--- src/sv/gsps_pkg.sv ---
// ----------------------------------------------------------------------------
// gsps_pkg
// Shared types and constants for the gain-scheduled PD steering unit:
// sequencer states, gain bands, command and status groups, fixed-point
// constants.
// ----------------------------------------------------------------------------
package gsps_pkg;

    // Field widths
    localparam int OFFSET_W = 9;
    localparam int DATA_W   = 16;
    localparam int TENTHS_W = 24;

    // Gain band limits on |offset|
    localparam int MAG_LOW_LIM = 6;
    localparam int MAG_MID_LIM = 26;

    // Gains in tenths
    localparam int KP_LOW       = 60;
    localparam int KP_MID_BASE  = 158;
    localparam int KP_HIGH_BASE = 162;
    localparam int KD_LOW       = 50;
    localparam int KD_MID       = 100;
    localparam int KD_HIGH      = 50;

    // Square divisors and their reciprocals (scaled by 2^RECIP_SHIFT, rounded down)
    localparam int DIV_MID     = 100;
    localparam int DIV_HIGH    = 500;
    localparam int RECIP_SHIFT = 16;
    localparam int RECIP_MID   = 655;
    localparam int RECIP_HIGH  = 131;

    // Tenths to whole units: reciprocal of ten scaled by 2^TEN_SHIFT
    localparam int TEN_SHIFT  = 24;
    localparam int RECIP_TEN  = 1677721;
    localparam int SAT_TENTHS = 655360;

    // Sequencer states
    typedef enum logic [3:0] {
        ST_IDLE,
        ST_SQUARE,
        ST_QUOT,
        ST_REMAIN,
        ST_GAIN,
        ST_PROD,
        ST_SUM,
        ST_SCALE,
        ST_EMIT
    } gsps_state_t;

    // Gain bands
    typedef enum logic [1:0] {
        BAND_LOW,
        BAND_MID,
        BAND_HIGH
    } gsps_band_t;

    // Sequencer to datapath commands
    typedef struct packed {
        logic load;
        logic square;
        logic quot;
        logic remain;
        logic gain;
        logic prod;
        logic sum;
        logic scale;
        logic emit;
    } gsps_cmd_t;

    // Datapath to sequencer status
    typedef struct packed {
        logic out_free;
    } gsps_stat_t;

endpackage

--- src/sv/gsps_ctrl.sv ---
// ----------------------------------------------------------------------------
// gsps_ctrl
// Sequencer: accepts one item at a time, steps a usable one through square, quotient,
// remainder, gain, product, sum and scaling, and emits each result (a bad one directly).
// ----------------------------------------------------------------------------
module gsps_ctrl
    import gsps_pkg::*;
(
    input  logic       aclk,
    input  logic       aresetn,
    input  logic       s_tvalid,
    input  logic       s_tuser,     // frame_ok
    output logic       s_tready,
    input  gsps_stat_t stat,
    output gsps_cmd_t  cmd
);

    gsps_state_t state_reg, state_next;

    // State register
    always_ff @(posedge aclk) begin
        if (!aresetn) begin
            state_reg <= ST_IDLE;
        end else begin
            state_reg <= state_next;
        end
    end

    // Next state and commands
    always_comb begin
        state_next = state_reg;
        cmd        = '0;
        s_tready   = 1'b0;
        unique case (state_reg)
            ST_IDLE: begin
                s_tready = 1'b1;
                if (s_tvalid) begin
                    cmd.load   = 1'b1;
                    state_next = s_tuser ? ST_SQUARE : ST_EMIT;
                end
            end
            ST_SQUARE: begin
                cmd.square = 1'b1;
                state_next = ST_QUOT;
            end
            ST_QUOT: begin
                cmd.quot   = 1'b1;
                state_next = ST_REMAIN;
            end
            ST_REMAIN: begin
                cmd.remain = 1'b1;
                state_next = ST_GAIN;
            end
            ST_GAIN: begin
                cmd.gain   = 1'b1;
                state_next = ST_PROD;
            end
            ST_PROD: begin
                cmd.prod   = 1'b1;
                state_next = ST_SUM;
            end
            ST_SUM: begin
                cmd.sum    = 1'b1;
                state_next = ST_SCALE;
            end
            ST_SCALE: begin
                cmd.scale  = 1'b1;
                state_next = ST_EMIT;
            end
            ST_EMIT: begin
                // hold until the output register can take the item
                if (stat.out_free) begin
                    cmd.emit   = 1'b1;
                    state_next = ST_IDLE;
                end
            end
            default: begin
                state_next = ST_IDLE;
            end
        endcase
    end

`ifndef SYNTHESIS
    a_emit_free: assert property (@(posedge aclk) disable iff (!aresetn)
        cmd.emit |-> stat.out_free)
        else $error("result emitted over a pending item");

    a_bad_frame_short: assert property (@(posedge aclk) disable iff (!aresetn)
        (s_tvalid && s_tready && !s_tuser) |=> (state_reg == ST_EMIT))
        else $error("bad frame did not go straight to emit");

    a_good_frame_path: assert property (@(posedge aclk) disable iff (!aresetn)
        (s_tvalid && s_tready && s_tuser) |=> (state_reg == ST_SQUARE))
        else $error("usable frame did not start the computation");

    a_emit_returns: assert property (@(posedge aclk) disable iff (!aresetn)
        cmd.emit |=> (state_reg == ST_IDLE))
        else $error("sequencer did not return to idle after emit");
`endif

endmodule

--- src/sv/gsps_dp.sv ---
// ----------------------------------------------------------------------------
// gsps_dp
// Datapath: gain scheduling from the squared offset, PD products in tenths,
// scaling to whole units with saturation, output history and output register.
// ----------------------------------------------------------------------------
module gsps_dp
    import gsps_pkg::*;
(
    input  logic                       aclk,
    input  logic                       aresetn,
    input  gsps_cmd_t                  cmd,
    output gsps_stat_t                 stat,
    input  logic signed [OFFSET_W-1:0] in_offset,
    input  logic                       in_frame_ok,
    input  logic [DATA_W-1:0]          center,
    output logic                       m_valid,
    input  logic                       m_ready,
    output logic [DATA_W-1:0]          m_data
);

    // Operand and state registers
    logic signed [OFFSET_W-1:0] offset_reg;
    logic                       ok_reg;
    logic signed [OFFSET_W-1:0] prev_reg;
    logic [DATA_W-1:0]          hist_older_reg;
    logic [DATA_W-1:0]          hist_newer_reg;

    // Pipeline of the computation
    gsps_band_t                 band_reg;
    logic [16:0]                sq_reg;
    logic signed [9:0]          diff_reg;
    logic [10:0]                q0_reg;
    logic [9:0]                 rem_reg;
    logic signed [16:0]         prod_d_reg;
    logic [10:0]                kp_reg;
    logic signed [20:0]         prod_p_reg;
    logic signed [TENTHS_W-1:0] tenths_reg;
    logic                       sat_low_reg;
    logic                       sat_high_reg;
    logic [19:0]                t20_reg;
    logic [DATA_W-1:0]          tq_reg;

    // Output register
    logic                       m_valid_reg;
    logic [DATA_W-1:0]          m_data_reg;

    // Combinational helpers
    logic [OFFSET_W-1:0] mag;
    logic [9:0]          recip;
    logic [8:0]          divisor;
    logic [6:0]          kd;
    logic [26:0]         quot_prod;
    logic [10:0]         q_fixed;
    logic [40:0]         ten_prod;
    logic [4:0]          ten_rem;
    logic [DATA_W-1:0]   scaled;
    logic [DATA_W:0]     hist_sum;
    logic [DATA_W-1:0]   steer;
    logic [20:0]         center10;

    // Magnitude of the offset (-256 maps to 256)
    assign mag = offset_reg[OFFSET_W-1] ? (~offset_reg + 1'b1) : offset_reg;

    // Band constants
    always_comb begin
        unique case (band_reg)
            BAND_LOW: begin
                recip   = 10'(RECIP_HIGH);
                divisor = 9'(DIV_HIGH);
                kd      = 7'(KD_LOW);
            end
            BAND_MID: begin
                recip   = 10'(RECIP_MID);
                divisor = 9'(DIV_MID);
                kd      = 7'(KD_MID);
            end
            BAND_HIGH: begin
                recip   = 10'(RECIP_HIGH);
                divisor = 9'(DIV_HIGH);
                kd      = 7'(KD_HIGH);
            end
            default: begin
                recip   = 10'(RECIP_HIGH);
                divisor = 9'(DIV_HIGH);
                kd      = 7'(KD_HIGH);
            end
        endcase
    end

    // Quotient estimate of the square, at most one low
    assign quot_prod = {10'b0, sq_reg} * {17'b0, recip};
    assign q_fixed   = q0_reg + 11'(rem_reg >= {1'b0, divisor});

    // Tenths to units: estimate, then one correction step
    assign ten_prod = {21'b0, tenths_reg[19:0]} * 41'(RECIP_TEN);
    assign ten_rem  = 5'(t20_reg - 20'({4'b0, tq_reg} * 20'd10));
    assign scaled   = sat_low_reg  ? '0 :
                      sat_high_reg ? '1 :
                      (tq_reg + DATA_W'(ten_rem >= 5'd10));

    // Mean of the last two outputs for a bad frame
    assign hist_sum = {1'b0, hist_older_reg} + {1'b0, hist_newer_reg};
    assign steer    = ok_reg ? scaled : hist_sum[DATA_W:1];

    assign center10 = {2'b0, center, 3'b0} + {4'b0, center, 1'b0};

    // Latch the accepted item
    always_ff @(posedge aclk) begin
        if (cmd.load) begin
            offset_reg <= in_offset;
            ok_reg     <= in_frame_ok;
        end
    end

    // Square, band and derivative difference
    always_ff @(posedge aclk) begin
        if (cmd.square) begin
            sq_reg   <= {8'b0, mag} * {8'b0, mag};
            diff_reg <= {offset_reg[OFFSET_W-1], offset_reg}
                      - {prev_reg[OFFSET_W-1], prev_reg};
            if (mag < 9'(MAG_LOW_LIM)) begin
                band_reg <= BAND_LOW;
            end else if (mag < 9'(MAG_MID_LIM)) begin
                band_reg <= BAND_MID;
            end else begin
                band_reg <= BAND_HIGH;
            end
        end
    end

    // Quotient estimate
    always_ff @(posedge aclk) begin
        if (cmd.quot) begin
            q0_reg <= quot_prod[RECIP_SHIFT+10:RECIP_SHIFT];
        end
    end

    // Remainder and derivative product
    always_ff @(posedge aclk) begin
        if (cmd.remain) begin
            rem_reg    <= 10'(sq_reg - 17'({9'b0, q0_reg} * {11'b0, divisor}));
            prod_d_reg <= $signed({1'b0, kd}) * diff_reg;
        end
    end

    // Proportional gain in tenths
    always_ff @(posedge aclk) begin
        if (cmd.gain) begin
            unique case (band_reg)
                BAND_LOW:  kp_reg <= 11'(KP_LOW);
                BAND_MID:  kp_reg <= 11'(KP_MID_BASE) + 11'(q_fixed * 11'd10);
                BAND_HIGH: kp_reg <= 11'(KP_HIGH_BASE) + 11'(q_fixed * 11'd10);
                default:   kp_reg <= 11'(KP_HIGH_BASE) + 11'(q_fixed * 11'd10);
            endcase
        end
    end

    // Proportional product
    always_ff @(posedge aclk) begin
        if (cmd.prod) begin
            prod_p_reg <= $signed({1'b0, kp_reg}) * offset_reg;
        end
    end

    // Drive in tenths
    always_ff @(posedge aclk) begin
        if (cmd.sum) begin
            tenths_reg <= $signed({3'b0, center10})
                        + TENTHS_W'(prod_p_reg)
                        + TENTHS_W'(prod_d_reg);
        end
    end

    // Saturation flags and unit estimate
    always_ff @(posedge aclk) begin
        if (cmd.scale) begin
            sat_low_reg  <= tenths_reg[TENTHS_W-1];
            sat_high_reg <= !tenths_reg[TENTHS_W-1]
                         && (tenths_reg >= TENTHS_W'(SAT_TENTHS));
            t20_reg      <= tenths_reg[19:0];
            tq_reg       <= ten_prod[TEN_SHIFT+DATA_W-1:TEN_SHIFT];
        end
    end

    // Advance history on emit, and the previous offset only for a usable frame
    always_ff @(posedge aclk) begin
        if (!aresetn) begin
            prev_reg       <= '0;
            hist_older_reg <= '0;
            hist_newer_reg <= '0;
        end else if (cmd.emit) begin
            hist_older_reg <= hist_newer_reg;
            hist_newer_reg <= steer;
            if (ok_reg) begin
                prev_reg <= offset_reg;
            end
        end
    end

    // Output register
    always_ff @(posedge aclk) begin
        if (!aresetn) begin
            m_valid_reg <= 1'b0;
        end else if (cmd.emit) begin
            m_valid_reg <= 1'b1;
        end else if (m_ready) begin
            m_valid_reg <= 1'b0;
        end
    end

    always_ff @(posedge aclk) begin
        if (cmd.emit) begin
            m_data_reg <= steer;
        end
    end

    assign stat.out_free = !m_valid_reg || m_ready;
    assign m_valid       = m_valid_reg;
    assign m_data        = m_data_reg;

endmodule

--- src/sv/gain_scheduled_pd_steering_unit.sv ---
// A usable frame passes the square, quotient, remainder, gain, product, sum, scale and
// emit states before m_tvalid rises; a bad frame goes straight to emit. The sequencer
// steps one item at a time through the shared datapath.
// A pending result waits in the output register; a new item may be accepted meanwhile.
// Reset (aresetn low, synchronous): center, previous offset and output history clear to 0.
// ----------------------------------------------------------------------------
// gain_scheduled_pd_steering_unit
// Top level: stream ports, APB register for the center value, sequencer and
// datapath.
// ----------------------------------------------------------------------------
module gain_scheduled_pd_steering_unit
    import gsps_pkg::*;
(
    input  logic        aclk,
    input  logic        aresetn,
    // input stream
    input  logic        s_tvalid,
    output logic        s_tready,
    input  logic [15:0] s_tdata,   // [8:0] offset (signed), [15:9] zero
    input  logic        s_tuser,   // [0] frame_ok
    // result stream
    output logic        m_tvalid,
    input  logic        m_tready,
    output logic [15:0] m_tdata,   // [15:0] steer_value
    // configuration
    input  logic        psel,
    input  logic        penable,
    input  logic        pwrite,
    input  logic [2:0]  paddr,
    input  logic [31:0] pwdata,
    output logic [31:0] prdata,
    output logic        pready
);

    gsps_cmd_t         cmd;
    gsps_stat_t        stat;
    logic [DATA_W-1:0] center_reg;
    logic              cfg_write;
    logic              sel_center;

    // Register decode: word index zero is the center value
    assign sel_center = !paddr[2];
    assign cfg_write  = psel && penable && pwrite && pready;
    assign pready     = 1'b1;

    always_ff @(posedge aclk) begin
        if (!aresetn) begin
            center_reg <= '0;
        end else if (cfg_write && sel_center) begin
            center_reg <= pwdata[DATA_W-1:0];
        end
    end

    assign prdata = sel_center ? {16'b0, center_reg} : '0;

    gsps_ctrl u_ctrl (
        .aclk     (aclk),
        .aresetn  (aresetn),
        .s_tvalid (s_tvalid),
        .s_tuser  (s_tuser),
        .s_tready (s_tready),
        .stat     (stat),
        .cmd      (cmd)
    );

    gsps_dp u_dp (
        .aclk        (aclk),
        .aresetn     (aresetn),
        .cmd         (cmd),
        .stat        (stat),
        .in_offset   ($signed(s_tdata[OFFSET_W-1:0])),
        .in_frame_ok (s_tuser),
        .center      (center_reg),
        .m_valid     (m_tvalid),
        .m_ready     (m_tready),
        .m_data      (m_tdata)
    );

endmodule
--- config.mk ---
export PLATFORM = sky130hd
export DESIGN_NAME = gain_scheduled_pd_steering_unit
export DESIGN_NICKNAME = d
export VERILOG_FILES = /design/src/sv/gsps_pkg.sv /design/src/sv/gsps_ctrl.sv /design/src/sv/gsps_dp.sv /design/src/sv/gain_scheduled_pd_steering_unit.sv
export SDC_FILE = /design/constraint.sdc
export NUM_CORES = 1
export LEC_CHECK = 0
export ABC_CLOCK_PERIOD_IN_PS = 9830
export BUFFER_PORTS_ARGS = -buffer_cell sky130_fd_sc_hd__buf_2
export CAP_MARGIN = 10
export CELL_PAD_IN_SITES_DETAIL_PLACEMENT = 2
export CELL_PAD_IN_SITES_GLOBAL_PLACEMENT = 2
export CORE_ASPECT_RATIO = 0.5
export CORE_MARGIN = 4
export CORE_UTILIZATION = 45
export DETAILED_ROUTE_END_ITERATION = 8
export GPL_ROUTABILITY_DRIVEN = 1
export PLACE_DENSITY_LB_ADDON = 0.05
export SETUP_SLACK_MARGIN = 0.15
export SLEW_MARGIN = 20
export SYNTH_ARGS = -nofsm -noshare
export SYNTH_HDL_FRONTEND = slang
export SYNTH_SLANG_ARGS = --single-unit
--- constraint.sdc ---
create_clock -name aclk -period 9.83 [get_ports aclk]
set_clock_uncertainty 0.05 [all_clocks]
set_input_delay 1.4745 -clock aclk [delete_from_list [all_inputs] [get_ports aclk]]
set_output_delay 1.4745 -clock aclk [all_outputs]
set_load 0.02 [all_outputs]
Word level (Yosys, flattened, before mapping)
Cells that the tools add are included.
Word-level totals
  register bits: 234
  output and inout bits: 51
  word-level logic and storage cells: 100
Cells by class
  equality and inequality tests: 11
  reductions and logical operators: 13
  add/sub/neg operators: 12
  multiply operators: 8
  bitwise gates (word level): 1
  magnitude comparators: 5
  multiplexer cells: 28
Operators by type and width (number)
  16-bit 2-to-1 mux: 4
  20-bit by 21-bit multiplier with 40-bit output, second input constant: 1
  4-bit case mux with 9 select lines: 1
  17-bit by 10-bit multiplier with 27-bit output: 1
  24-bit by 21-bit greater-or-equal comparator with 1-bit output, second input constant: 1
  22-bit by 17-bit adder with 23-bit output: 1
  21-bit by 21-bit adder with 22-bit output: 1
  8-bit by 11-bit adder with 11-bit output, first input constant: 2
  11-bit case mux with 2 select lines: 1
  12-bit by 9-bit multiplier with 21-bit output: 1
  19-bit by 17-bit adder with 20-bit output: 1
  9-bit 2-to-1 mux: 2
  16-bit by 16-bit adder with 17-bit output: 1
  8-bit by 10-bit multiplier with 17-bit output: 1
  9-bit by 9-bit multiplier with 17-bit output: 1
  16-bit by 1-bit adder with 16-bit output: 1
  4-bit by 3-bit equality test with 1-bit output, second input constant: 4
  16-bit by 3-bit multiplier with 4-bit output, second input constant: 1
  1-bit 2-to-1 mux: 14
  4-bit 2-to-1 mux: 3
  11-bit by 1-bit adder with 11-bit output: 1
  11-bit by 3-bit multiplier with 10-bit output, second input constant: 1
  11-bit by 9-bit multiplier with 10-bit output: 1
  10-bit by 9-bit greater-or-equal comparator with 1-bit output: 1
  23 further kinds: 31

Logic depth before layout (Yosys ltp)
  word-level depth: 7
  gate-level depth with buffers: 25
  gate-level depth less buffers: 25

Cells and area by module
From an unflattened synthesis, not the netlist that was laid out.
Unflattened totals
  cell total of the unflattened synthesis: 2854
  area total of the unflattened synthesis: 27928.0 sq um
Modules (own cells, without submodules)
  gsps_dp: instances 1, area each 26766.9 sq um, cells each 2716, seq. area each 5705.5 sq um
  gain_scheduled_pd_steering_unit: instances 1, area each 907.1 sq um, cells each 106, seq. area each 320.3 sq um
  gsps_ctrl: instances 1, area each 254.0 sq um, cells each 32, seq. area each 80.1 sq um

Worst setup path before layout
OpenSTA, ideal clock, no wires.
  path type: register to register
  start: register u_dp.tenths_reg[9]
  end: register u_dp.tq_reg[15], data pin
  required time: 9.524 ns
  slack: 3.731 ns
  cell stages (with the launch flop): 19
  data arrival time: 5.793 ns
  period minus slack after synthesis: 6.099 ns
  path through: edfxtp_1 -> inv_1 -> ha_1 -> fa_1 -> fa_1 -> fa_1 -> inv_1 -> fa_1 -> fa_1 -> ha_1 -> ha_1 -> a211o_1 -> a211o_1 -> a211oi_2 -> a211oi_2 -> a211oi_2 -> o21ai_1 -> a2111o_1 -> o211a_1
Between the ends
  longest elaborated chain between the ends: 1
Ends and longest elaborated chain
  start, declared: line gsps_dp.sv:37  | logic signed [TENTHS_W-1:0] tenths_reg;
  start signal, assigned: line gsps_dp.sv:168  | tenths_reg <= $signed({3'b0, center10})
  20-bit by 21-bit multiplier with 40-bit output: line gsps_dp.sv:95  | assign ten_prod = {21'b0, tenths_reg[19:0]} * 41'(RECIP_TEN);
  net u_dp.ten_prod[39]: line gsps_dp.sv:54  | logic [40:0] ten_prod;
  end signal, assigned: line gsps_dp.sv:181  | tq_reg <= ten_prod[TEN_SHIFT+DATA_W-1:TEN_SHIFT];
  end, declared: line gsps_dp.sv:41  | logic [DATA_W-1:0] tq_reg;
The timed path passes the listed nets, and every way through them passes these cells.
A chain may end at the register's enable or synchronous reset.

Worst setup path after layout
  start: register u_dp.offset_reg[0]
  end: register u_dp.sq_reg[16], data pin
Between the ends
  longest elaborated chain between the ends: 4
Ends and longest elaborated chain
  start, declared: line gsps_dp.sv:22  | logic signed [OFFSET_W-1:0] offset_reg;
  start signal, assigned: line gsps_dp.sv:110  | offset_reg <= in_offset;
  9-bit NOT: line gsps_dp.sv:62  | assign mag = offset_reg[OFFSET_W-1] ? (~offset_reg + 1'b1) : offset_reg;
  9-bit by 1-bit adder with 9-bit output: line gsps_dp.sv:62
  9-bit 2-to-1 mux (*): line gsps_dp.sv:62
  9-bit by 9-bit multiplier with 17-bit output (*): line gsps_dp.sv:118  | sq_reg <= {8'b0, mag} * {8'b0, mag};
  end signal, assigned: line gsps_dp.sv:118
  end, declared: line gsps_dp.sv:30  | logic [16:0] sq_reg;
Mark *: on every way between the ends. The rest lies on a longest branch, timed or not.

==> flow_summary.yaml <==
finish:
  largest_reg_flops: 22
  multi_input_area_um2: 19500
  drive_above_1_share: 0.0535
  fill_cells: 6547
  area_growth_pct: 7.79
  register_area_um2: 6110
  final_util: 0.492
  num-nets-final: 3815
  instances_no_fill: 3819
  finalInstanceArea_um2: 30200
yosys:
  ys.flop_type: "edfxtp_1"
  ys_seq_area_frac: 0.218
  synth_simple_gate_area_share: 0.112
  muxShareOfSynthArea: 0.00112
  synth-edff-count: 162
  ys_ff_latch: 224
  synthArstFlopShare: 0
  synth-compound-area-share: 0.0914
  synth_xor_area_frac: 0.0559
  syn_inst: 2899
  syn_area_um2: 28000
  avgSynthCellArea_um2: 9.67
  yosysWarnings: 0
  synth_adder_area_share: 0.429
  yosysUniqueCellTypes: 71
  synth_top_family_by_area: "adder cells"
power:
  p_leak_nw: 15.0
  vdd_ir_drop_max_mv: 0.556
  p_per_area_nw_per_um2: 265
  total_power_mw: 8.02
critical_path:
  slowest_stage: "edfxtp_1"
  critPathMaxStageDelay_ps: 910
  crit_type: "reg -> reg"
  crit_path_end_kind: "register"
  critPathRequiredTime_ps: 10080
  worstSetupStartpointType: "register"
  timing.rr.end: "u_dp.sq_reg[16]"
  worstPathArrival_ps: 7270
  path_common_cell: "inv_1"
  reg2reg_depth: 23
  r2r_slack_ps: 2810
  crit_fanout: 18
  crit_chain: "inv_1 -> nand2_1 -> o41ai_1 -> xnor2_1 -> inv_1 -> nor2_1 -> inv_1 -> fa_1 -> inv_1 -> fa_1 -> ha_1 -> inv_1 -> fa_1 -> inv_1 -> ha_1 -> nor2b_1 -> o21ai_0 -> a21boi_0 -> o21a_1 -> o21a_1 -> o2111ai_1 -> a31oi_1 -> xnor2_1"
  r2r_start: "u_dp.offset_reg[0]"
timing:
  fin_crit_sh: 0.714
  worst_pin_slew_ps: 866
  fmax_mhz: 143
  slew_headroom: 0.422
  setup_violations: 0
  layout_min_cycle_time_ps: 7020
  report.final.slew_viol_count: 0
  hold_viol: 0
  rsz0062_at_grt: "no"
  tns_ps: 0
route:
  wire_per_inst_um: 20.0
  wirelength_um: 76600
  first_pass_iters: 5
  num_vias: 20100
  drtIter0Drc: 767
  drc_errors: 0
  viasPerCell: 5.26
  ant_nets: 0
clock_tree:
  cts_tree: "yes"
  clk_pin_slew_worst_paths_ps: 60
  cts_buffers: 26
  cts-resized-gates: 0
  cts_root_buffer: "clkbuf_16"
  ctsHoldBuffers: 0
  h-tree-depth: 1
  cts.sink_count: 224
  cts_setup_buffers: 0
  clkLatencyLatePin_ps: 560
  clockBufferDepth: 3
job:
  maxCapViolCount: 0
global_routing:
  grt_usage: 0.234
  gr-total-overflow: 0
  grt_pass1_wl_um: 124000
  grt_max_degree: 62
  grt_pass1_vias: 23500
  antenna_found_initial: 1
placement:
  dp_cells: 3769
  io_buffers: 67
  gp_congestion: 0.848
  dp_hpwl_um: 64500
  placed_cell_area_um2: 29400
status:
  status: "complete, no violations"
floorplan:
  die_w_um: 361
  start_util: 0.456
  die_area_um2: 66600
  fp.dieH_um: 184
  ios: 110
  placementRows: 64
  core_area_um2: 61400
min_path:
  worstHoldPathType: "reg -> reg"
  holdPathStages: 2
  hp-start: "u_dp.prev_reg[5]"
  holdPathEnd: "u_dp.prev_reg[5]"
==> report_power, final <==
part           total, mW  internal (mW)  switching [mW]  leakage, nW
Clock              0.998          0.571           0.426        0.413
Combinational       5.54           2.41            3.13         12.6
Sequential          1.48           1.38           0.102         1.97
Total               8.02           4.36            3.66         15.0
==> logic make-up after synthesis <==
| kind of cell | count (synthesis) |
|---|---|
| fa+ha+maj | 784 |
| xor+xnor | 179 |
| flops | 224 |
| simple gates | 652 |
| mux | 3 |
| buf+inv | 677 |
| compound gates | 378 |
| other cells | 2 |
==> cell usage in the layout (no fill, tap or decap), types with 6 or more instances in the layout <==
cell type,netlist,final
nor2b_1,39,38
fa_1,294,294
buf_2,0,67
o21a_1,23,23
o211ai_1,15,15
o31ai_1,10,10
nand4_1,7,7
o22ai_1,6,6
or2_2,13,13
a21oi_1,75,75
a31oi_1,8,8
and3_1,13,13
and2_1,69,69
nor3b_1,8,8
or3_1,14,14
nand3_1,40,40
a2111oi_0,7,7
nand2b_1,31,31
inv_1,603,602
nor3_1,37,34
nand2_1,205,205
edfxtp_1,162,162
dfxtp_1,62,62
clkbuf_16,0,29
buf_4,17,19
xnor2_1,123,123
o21bai_1,14,14
a211oi_1,10,10
a21o_1,27,27
clkbuf_1,55,9
o21ai_0,72,72
o211a_1,6,6
nor2_1,152,149
a21boi_0,57,57
xor2_1,56,56
conb_1,2,33
ha_1,490,490
==> through the flow <==
step                hold WS [ps]  worst slack, ps
CTS                          427             2750
floorplan                    377             3730
finish                       422             2810
global placement             387             3020
detailed placement           399             2820
global route                 450             2390
==> cell usage after synthesis (all sizes together), types with 7 or more instances <==
cell type | n | area, um2
inv | 603 | 2260
ha | 490 | 6130
fa | 294 | 5890
nand2 | 205 | 769
edfxtp | 162 | 4860
nor2 | 152 | 571
xnor2 | 123 | 1080
a21oi | 75 | 375
o21ai | 74 | 370
and2 | 70 | 438
dfxtp | 62 | 1240
a21boi | 57 | 428
xor2 | 56 | 490
clkbuf | 55 | 206
nand3 | 40 | 200
nor2b | 39 | 244
nor3 | 37 | 185
nand2b | 31 | 194
a21o | 28 | 211
o21a | 23 | 173
buf | 17 | 128
o211ai | 15 | 113
o21bai | 14 | 105
or3 | 14 | 87.6
a211oi | 13 | 113
and3 | 13 | 81.3
or2 | 13 | 81.3
o31ai | 10 | 75.1
a31oi | 8 | 50.1
nor3b | 8 | 60.1
a2111oi | 7 | 61.3
nand4 | 7 | 43.8
==> worst max path at each step <==
stage / to / start / cells after the start / slack [ps]
after floorplan: u_dp.tq_reg[15] / u_dp.tenths_reg[9] / 18 / 3730
after global placement: u_dp.q0_reg[9] / u_dp.band_reg[1] / 21 / 3020
after detailed placement: u_dp.sq_reg[16] / u_dp.offset_reg[0] / 23 / 2820
after CTS: u_dp.sq_reg[16] / u_dp.offset_reg[0] / 23 / 2750
after global routing: u_dp.sq_reg[16] / u_dp.offset_reg[0] / 23 / 2390
final: u_dp.sq_reg[16] / u_dp.offset_reg[0] / 23 / 2810
==> critical path, delay by kind of cell (launching register included) <==
| kind | cells | cell delay, ps |
|---|---|---|
| AO/OA/AOI/OAI | 7 | 1340 |
| XOR/XNOR | 2 | 680 |
| adder cells (fa/ha/maj) | 5 | 2160 |
| buffers and inverters | 6 | 960 |
| flip-flops | 1 | 910 |
| AND/OR/NAND/NOR | 3 | 650 |
==> final cells by class <==
| type | count | area share |
|---|---|---|
| multi-input cells | 2029 | 0.644 |
| flip-flops and latches | 224 | 0.202 |
| inverters | 605 | 0.0751 |
| well taps | 825 | 0.0342 |
| clock buffers | 39 | 0.0256 |
| repair buffers | 86 | 0.0158 |
| clock inverters | 9 | 0.00261 |
| diodes | 2 | 0.000166 |
==> per-layer routing <==
metal / part of all wire / up-vias / GRT usage / wire length (um)
met5: 0 / - / 0 / 0
met4: 0.023 / 0 / 0.0508 / 1770
met3: 0.021 / 99 / 0.0276 / 1620
met2: 0.52 / 176 / 0.454 / 40200
met1: 0.43 / 10300 / 0.279 / 33000
li1: - / 9528 / - / -
(Power assumes the default switching activity.)
